## config.mk

```make
export PLATFORM = sky130hd
export DESIGN_NAME = linear_probe_hash_table
export DESIGN_NICKNAME = d
export VERILOG_FILES = /design/src/rtl/lpht_pkg.sv /design/src/rtl/linear_probe_hash_table.sv /design/src/rtl/lpht_slot_ram.sv
export SDC_FILE = /design/constraint.sdc
export NUM_CORES = 1
export LEC_CHECK = 0
export BUFFER_PORTS_ARGS = -buffer_cell sky130_fd_sc_hd__buf_4
export CAP_MARGIN = 5
export CORE_MARGIN = 3
export CORE_UTILIZATION = 55
export DETAILED_ROUTE_END_ITERATION = 10
export PLACE_DENSITY = 0.72
export SYNTH_ARGS = -nofsm -noshare
export SYNTH_HDL_FRONTEND = slang
export SYNTH_HIERARCHICAL = 1
export SYNTH_SLANG_ARGS = --single-unit
export TNS_END_PERCENT = 100
```

## constraint.sdc

```tcl
create_clock -name clk -period 14.5 [get_ports clk]
set_input_delay 0.725 -clock clk [delete_from_list [all_inputs] [get_ports clk]]
set_output_delay 0.725 -clock clk [all_outputs]
set_load 0.02 [all_outputs]
```

## src/rtl/lpht_pkg.sv

```systemverilog
// Shared types and constants for the linear probing hash table.
// No dependencies; imported by every module of the block.
`timescale 1ns / 1ps

package lpht_pkg;

  // Table size must be a power of two: the home slot is the low key bits.
  localparam int TABLE_SIZE = 8;
  localparam int IDX_W      = $clog2(TABLE_SIZE);
  localparam int OP_W       = 2;
  localparam int KEY_W      = 31;
  localparam int DATA_W     = 64;
  localparam int STAT_W     = 3;
  localparam int POS_W      = 3;

  typedef enum logic [1:0] {
    SLOT_EMPTY    = 2'd0,
    SLOT_DELETED  = 2'd1,
    SLOT_OCCUPIED = 2'd2
  } slot_state_t;

  typedef enum logic [OP_W-1:0] {
    OP_INSERT = 2'd0,
    OP_DELETE = 2'd1,
    OP_SEARCH = 2'd2
  } op_t;

  typedef enum logic [STAT_W-1:0] {
    STAT_INSERTED  = 3'd0,
    STAT_DUPLICATE = 3'd1,
    STAT_FULL      = 3'd2,
    STAT_FOUND     = 3'd3,
    STAT_NOT_FOUND = 3'd4,
    STAT_DELETED   = 3'd5
  } status_t;

  typedef enum logic {
    S_IDLE,
    S_PROBE
  } fsm_state_t;

  typedef struct packed {
    slot_state_t         state;
    logic [KEY_W-1:0]    key;
    logic [DATA_W-1:0]   data;
  } slot_entry_t;

  typedef struct packed {
    logic                en;
    logic [IDX_W-1:0]    addr;
    slot_entry_t         entry;
  } ram_wr_t;

endpackage

```

## src/rtl/linear_probe_hash_table.sv

```systemverilog
// Operation: a request probes one slot per cycle from its home slot, up to TABLE_SIZE slots;
// the result strobe (done) is registered from the probe cycle that finishes the request.
// Flow: busy drops with the strobe and a request is taken only while idle, so the block
// finishes one request before it takes the next; the single read port of the slot RAM sets the probe rate.
// Reset: synchronous; all slots read as empty at once, no clearing pass; results never stall.
`timescale 1ns / 1ps

module linear_probe_hash_table (
  input  logic                            clk,
  input  logic                            rst,
  input  logic                            start,
  output logic                            busy,
  input  logic [lpht_pkg::OP_W-1:0]       req_type,
  input  logic [lpht_pkg::KEY_W-1:0]      key,
  input  logic [lpht_pkg::DATA_W-1:0]     record_data,
  output logic                            done,
  output logic [lpht_pkg::STAT_W-1:0]     status,
  output logic [lpht_pkg::POS_W-1:0]      position,
  output logic [lpht_pkg::DATA_W-1:0]     found_data
);
  import lpht_pkg::*;

  fsm_state_t          state, state_next;
  op_t                 op;
  logic [KEY_W-1:0]    key_q;
  logic [DATA_W-1:0]   data_q;
  logic [IDX_W-1:0]    addr;
  logic [IDX_W-1:0]    count;

  logic [IDX_W-1:0]    rd_addr;
  slot_entry_t         rd_entry;
  ram_wr_t             wr;

  logic                finish;
  status_t             res_status;
  logic [IDX_W-1:0]    res_pos;
  logic [DATA_W-1:0]   res_data;
  logic                last;
  logic                key_hit;

  lpht_slot_ram u_ram (
    .clk      (clk),
    .rst      (rst),
    .rd_addr  (rd_addr),
    .wr       (wr),
    .rd_entry (rd_entry)
  );

  // Idle: read the home slot so it is ready in the first probe cycle.
  assign rd_addr = (state == S_IDLE) ? key[IDX_W-1:0] : addr + 1'b1;
  assign busy    = (state != S_IDLE);
  assign last    = (count == IDX_W'(TABLE_SIZE - 1));
  assign key_hit = (rd_entry.key == key_q);

  always_comb begin
    state_next = state;
    unique case (state)
      S_IDLE:  if (start)  state_next = S_PROBE;
      S_PROBE: if (finish) state_next = S_IDLE;
      default: state_next = S_IDLE;
    endcase
  end

  always_comb begin
    finish     = 1'b0;
    res_status = STAT_NOT_FOUND;
    res_pos    = addr;
    res_data   = '0;
    wr         = '0;
    wr.addr    = addr;
    if (state == S_PROBE) begin
      unique case (op)
        OP_INSERT: begin
          if (rd_entry.state != SLOT_OCCUPIED) begin
            finish     = 1'b1;
            res_status = STAT_INSERTED;
            wr.en      = 1'b1;
            wr.entry   = '{state: SLOT_OCCUPIED, key: key_q, data: data_q};
          end else if (key_hit) begin
            finish     = 1'b1;
            res_status = STAT_DUPLICATE;
          end else if (last) begin
            finish     = 1'b1;
            res_status = STAT_FULL;
            res_pos    = '0;
          end
        end
        OP_DELETE, OP_SEARCH: begin
          if (rd_entry.state == SLOT_EMPTY) begin
            finish  = 1'b1;
            res_pos = '0;
          end else if (rd_entry.state == SLOT_OCCUPIED && key_hit) begin
            finish = 1'b1;
            if (op == OP_DELETE) begin
              res_status = STAT_DELETED;
              wr.en      = 1'b1;
              wr.entry   = '{state: SLOT_DELETED, key: rd_entry.key, data: rd_entry.data};
            end else begin
              res_status = STAT_FOUND;
              res_data   = rd_entry.data;
            end
          end else if (last) begin
            finish  = 1'b1;
            res_pos = '0;
          end
        end
        default: begin
          // Unused operation code: answer not found, leave the table alone.
          finish  = 1'b1;
          res_pos = '0;
        end
      endcase
    end
  end

  always_ff @(posedge clk) begin
    if (rst) begin
      state <= S_IDLE;
      done  <= 1'b0;
    end else begin
      state <= state_next;
      done  <= finish;
    end
  end

  always_ff @(posedge clk) begin
    if (state == S_IDLE && start) begin
      op     <= op_t'(req_type);
      key_q  <= key;
      data_q <= record_data;
      addr   <= key[IDX_W-1:0];
      count  <= '0;
    end else if (state == S_PROBE && !finish) begin
      // Advance to the next slot, wrapping at the table end.
      addr  <= addr + 1'b1;
      count <= count + 1'b1;
    end
    if (finish) begin
      status     <= res_status;
      position   <= POS_W'(res_pos);
      found_data <= res_data;
    end
  end

endmodule

```

## src/rtl/lpht_slot_ram.sv

```systemverilog
// Slot memory: one synchronous RAM of slot entries with a registered read.
// Per-slot valid flops make unwritten slots read as empty. Uses lpht_pkg.
`timescale 1ns / 1ps

module lpht_slot_ram (
  input  logic                            clk,
  input  logic                            rst,
  input  logic [lpht_pkg::IDX_W-1:0]      rd_addr,
  input  lpht_pkg::ram_wr_t               wr,
  output lpht_pkg::slot_entry_t           rd_entry
);
  import lpht_pkg::*;

  slot_entry_t             mem [TABLE_SIZE];
  logic [TABLE_SIZE-1:0]   valid;
  slot_entry_t             rd_q;
  logic                    rd_valid;

  always_ff @(posedge clk) begin
    if (wr.en) begin
      mem[wr.addr] <= wr.entry;
    end
    rd_q <= mem[rd_addr];
  end

  always_ff @(posedge clk) begin
    if (rst) begin
      valid    <= '0;
      rd_valid <= 1'b0;
    end else begin
      if (wr.en) begin
        valid[wr.addr] <= 1'b1;
      end
      rd_valid <= valid[rd_addr];
    end
  end

  // A never-written slot reads as empty.
  always_comb begin
    rd_entry = rd_q;
    if (!rd_valid) begin
      rd_entry.state = SLOT_EMPTY;
    end
  end

endmodule

```

Word-level counts from Yosys, hierarchy flattened --
Memory sizes are Yosys's and may differ from the RTL's. A register that Yosys moved wholly into a read port is not among the register bits. Cells that the tools add are included.
Word-level totals: output and inout port bits 72, word-level logic and storage cells 84, register bits after elaboration 184, memories kept 1, RAM bits 776
Memory list:
- u_ram.mem | words 8, bits a word 97, read ports 1, clocked after memory_dff 1, wr ports 1, line lpht_slot_ram.sv:14 | slot_entry_t mem [TABLE_SIZE];
Operators by class: add/subtract/negate cells 2, bitwise gates (word level) 4, equality and inequality tests 6, muxes and demuxes 46, reduce and logical (&&, ||, !) cells 10, magnitude comparators 3
Operator list (count):
- 2-to-1 mux 96 bit | 3
- 2-to-1 mux 97 bit | 2
- one-hot mux 97 bit (2 select lines) | 1
- 2-to-1 mux 3 bit | 15
- == test 31 bit | 1
- 2-to-1 mux 1 bit | 17
- one-hot mux 3 bit (2 select lines) | 2
- < comparator 3 x 4 -> 1 bit, second input constant | 2
- OR 8 bit | 1
- adder 3 x 1 -> 3 bit, second input constant | 2
- one-hot mux 1 bit (2 select lines) | 3
- OR reduction 5 bit | 1
- == test 2 bit, second input constant | 2
- logical AND 1 bit | 4
- zero test 2 bit | 2
- binary-select mux 1 bit (select 3 bit) | 1
- demux 1 bit (select 3 bit) | 1
- == test 3 bit, second input constant | 1
- >= comparator 3 x 1 -> 1 bit, second input constant | 1
- NOT 1 bit | 3
- == test 2 x 1 -> 1 bit, second input constant | 1
- 2-to-1 mux 2 bit | 1
- inequality test 2 bit, second input constant | 1
- nonzero test 2 bit | 1
- 2 further kinds | 2

Logic depth before layout (Yosys ltp) --
word-level depth 11, gate-level depth with buffers 11

Hierarchy --
Netlist, hierarchy kept.
Modules (own cells, without submodules):
- lpht_slot_ram | cells an instance 1357, sequential area each 25424.4 um^2, instances 1, area an instance 32164.6 um^2
- linear_probe_hash_table | cells an instance 469, sequential area each 5205.0 um^2, instances 1, area an instance 7352.1 um^2

Worst setup path after synthesis --
OpenSTA, ideal clock, no wires.
path kind reg2reg, from register, netlist name u_ram/rd_entry[94], to memory u_ram/mem[0][0] (netlist name) (enable), cell stages (with the launch flop) 10, data arrival time 11880 ps, path slack 1792 ps, clock period less this slack 12708 ps, path buffers 2, path through dfxtp_1 buf_4 xnor2_1 nand4_1 nor4_2 nand4_2 nor3_4 buf_4 or2_2 nor4b_1
RTL lines (line):
- end, declared | lpht_slot_ram.sv:14

==> impl_metrics.env <==
export IMPL_drc=0
export IMPL_max_cap_violations=0
export IMPL_vias=17614
export IMPL_setup_slack_ps=9299
export IMPL_end_kind="flip-flop"
export IMPL_grtUsageMet3_pct=3.649
export IMPL_numCtsBuffers=104
export IMPL_holdBufCountCts=0
export IMPL_wl_um=76910
export IMPL_ff2ff_path_depth=8
export IMPL_clk_latency_ps=670
export IMPL_max_vdd_ir_drop_mv=0.1064
export IMPL_startpoint_type="flip-flop"
export IMPL_cp_arrival_ps=5470
export IMPL_drt_pass1_iterations=5
export IMPL_grt_setup_unrepaired="false"
export IMPL_io_pins=172
export IMPL_num_nets_final=2058
export IMPL_io_buffers=171
export IMPL_synth_cell_types=43
export IMPL_avgRoutedWirePerCell_um=25.76
export IMPL_ys_seq_area_share_pct=77.51
export IMPL_p_leak_nw=15.33
export IMPL_crit_start="key_q[8]"
export IMPL_p_per_area_mw_per_mm2=146.5
export IMPL_post_cts_buffers=0
export IMPL_grt_pass1_wl_um=117200
export IMPL_ant_nets=0
export IMPL_core_area_mm2=0.07064
export IMPL_setup_violations=0
export IMPL_synthArstFlopShare_pct=0
export IMPL_crit_buf_inv=2
export IMPL_rows=97
export IMPL_path_cells="xor2_1 -> nor4_1 -> nand4_2 -> nor3_4 -> or2_2 -> nor3b_2 -> buf_4 -> buf_4"
export IMPL_worstMarginPinSlew_ps=1098
export IMPL_min_period_ps=5201
export IMPL_cts_root_buf="clkbuf_16"
export IMPL_slew_violations=0
export IMPL_grt_use_met2_pct=35.13
export IMPL_syn_inst=1826
export IMPL_postSynthAreaPerCell_um2=21.64
export IMPL_cts_clk_slew_worst_paths_ps=60
export IMPL_cts_tree="done"
export IMPL_cp_required_ps=14770
export IMPL_status="finished, final reports clean"
export IMPL_cpPeakStageDelay_ps=860
export IMPL_critPathTopFamily="simple AND/OR/NAND/NOR gates"
export IMPL_crit_fanout=57
export IMPL_grt_pass1_vias=19130
export IMPL_netlist_area_mm2=0.03952
export IMPL_use_met1_pct=28.46
export IMPL_grt_busiest_layer="met2"
export IMPL_hold_class="input pin to flip-flop"
export IMPL_yosys_register_bits=1057
export IMPL_final_cell_area_mm2=0.04456
export IMPL_grt_total_usage_pct=20.94
export IMPL_maxSlewHeadroom_pct=26.82
export IMPL_overflow=0
export IMPL_area_growth_pct=12.76
export IMPL_cp_common_cell="buf_4"
export IMPL_antenna_found_initial=2
export IMPL_r2r_start="key_q[8]"
export IMPL_hold_viol_final=0
export IMPL_dieArea_mm2=0.07510
export IMPL_hpwl_um=40350
export IMPL_cts_resized=0
export IMPL_finalCritPeriodShare_pct=35.87
export IMPL_fin_tns_setup_ps=0
export IMPL_grt_start_max_net_pins=106
export IMPL_start_util_pct=55.94
export IMPL_synth_edf_count=946
export IMPL_drt_iter0_markers=1537
export IMPL_die_w_um=274.0
export IMPL_synth_top_flop_cell="edfxtp_1"
export IMPL_worstHoldPathCells=1
export IMPL_cp_depth=8
export IMPL_cp_slowest_cell="nor3b_2"
export IMPL_synthesis_nets=1932
export IMPL_clockBufferDepth=3
export IMPL_place_congestion=0.7285
export IMPL_cts_max_level=3
export IMPL_viasPerCell=5.901
export IMPL_drive_above_1_share_pct=33.14
export IMPL_die_h_um=274.0
export IMPL_dpl_cell_area_mm2=0.04113
export IMPL_skew_ps=29.20
export IMPL_setup_worst_path_class="flip-flop to flip-flop"
export IMPL_power_mw=6.526
export IMPL_pre_cts_ws_ps=9144
export IMPL_ys_warn_count=6
export IMPL_fmax_ghz=0.1923
export IMPL_cts_sinks=1057
export IMPL_hp_start="key[26]"
[routing by layer]
| metal | wire (um) | vias to the layer above | part of all wire (%) |
|---|---|---|---|
| met5 | 13 | - | 0.017 |
| met4 | 1738 | 2 | 2.3 |
| met3 | 4768 | 112 | 6.2 |
| met2 | 39120 | 588 | 51 |
| met1 | 31270 | 9323 | 41 |
| li1 | - | 7589 | - |
[report_power, final]
| part | total (mW) | internal (mW) | switching [mW] |
|---|---|---|---|
| clock network | 2.65 | 1.54 | 1.11 |
| logic | 0.432 | 0.217 | 0.215 |
| registers | 3.45 | 3.39 | 0.0534 |
[path summary, 6_finish.rpt]
path	end	slack [ps]
min	key_q[26]	240
max reg2reg	u_ram/mem[3][25]	9300
max	u_ram/mem[3][25]	9300
min reg2reg	u_ram/valid[6]	470
[kinds of logic after synthesis]
logic type	synth area share, %
DFF	77.51
adders and majority gates	0.1900
and+or+nand+nor	2.011
xor gates and xnor gates	0.7092
muxes	14.09
buffers and inverters	3.090
AOI/OAI and AO/OA	2.400
[cell type report]
class / instances / area [um2]
tap: 940 / 1176
timing repair buffer: 199 / 1506
clock buffer: 142 / 2877
antenna: 2 / 5.005
fill: 4707 / 26080
multi-input combinational: 582 / 7787
sequential: 1057 / 30630
inverter: 8 / 32.53
clock inverter: 55 / 544.3
[Yosys cell counts (9+ instances only)]
master | count | share of area, %
a22o_1 | 95 | 2.1
and2_1 | 66 | 1.0
buf_1 | 9 | 0.085
buf_2 | 22 | 0.28
buf_4 | 99 | 1.9
buf_6 | 15 | 0.43
clkbuf_1 | 28 | 0.27
dfxtp_1 | 111 | 5.6
edfxtp_1 | 946 | 72
mux2_2 | 100 | 2.8
mux4_2 | 195 | 11
nand2_1 | 12 | 0.11
nor2_1 | 21 | 0.20
xnor2_1 | 21 | 0.47
xor2_1 | 11 | 0.24
[worst reg2reg max path, stage by stage, from the launching register on]
cell	delay, ps
edfxtp_1	420
xor2_1	180
nor4_1	640
nand4_2	570
nor3_4	360
or2_2	210
nor3b_2	860
buf_4	660
buf_4	900
[stage by stage]
stage | utilization (%) | hold slack [ps] | std cells
2_1_floorplan | - | 434.8 | 1826
3_3_place_gp | 58.23 | 447.9 | 2786
3_5_place_dp | 58.23 | 457.9 | 2786
4_1_cts | 63.07 | 193.9 | 2983
5_1_grt | 63.07 | 210.7 | 2983
6_report | 63.08 | 238.3 | 2985
[cell usage in the layout, fill, tap and decap left out, drive strengths merged, types with 3 or more instances in the layout]
cell	n
edfxtp	946
buf	199
mux4	195
clkbuf	142
dfxtp	111
mux2	100
a22o	95
and2	66
clkinv	39
xnor2	21
nor2	21
nand2	12
inv	12
xor2	11
bufinv	8
nand4	7
ha	6
mux2i	5
a21oi	5
nor4	5
nor3	5
clkinvlp	4
and3	4
nand2b	3
o21ba	3
o21ai	3
[sequential cells by signal, summed over array words and instances (netlist names), 8 cells and up]
name            cells
data_q             64
found_data         64
key_q              31
u_ram/mem         776
u_ram/rd_entry     95
u_ram/valid         8
Note: power is estimated with default switching activity, not from simulation.
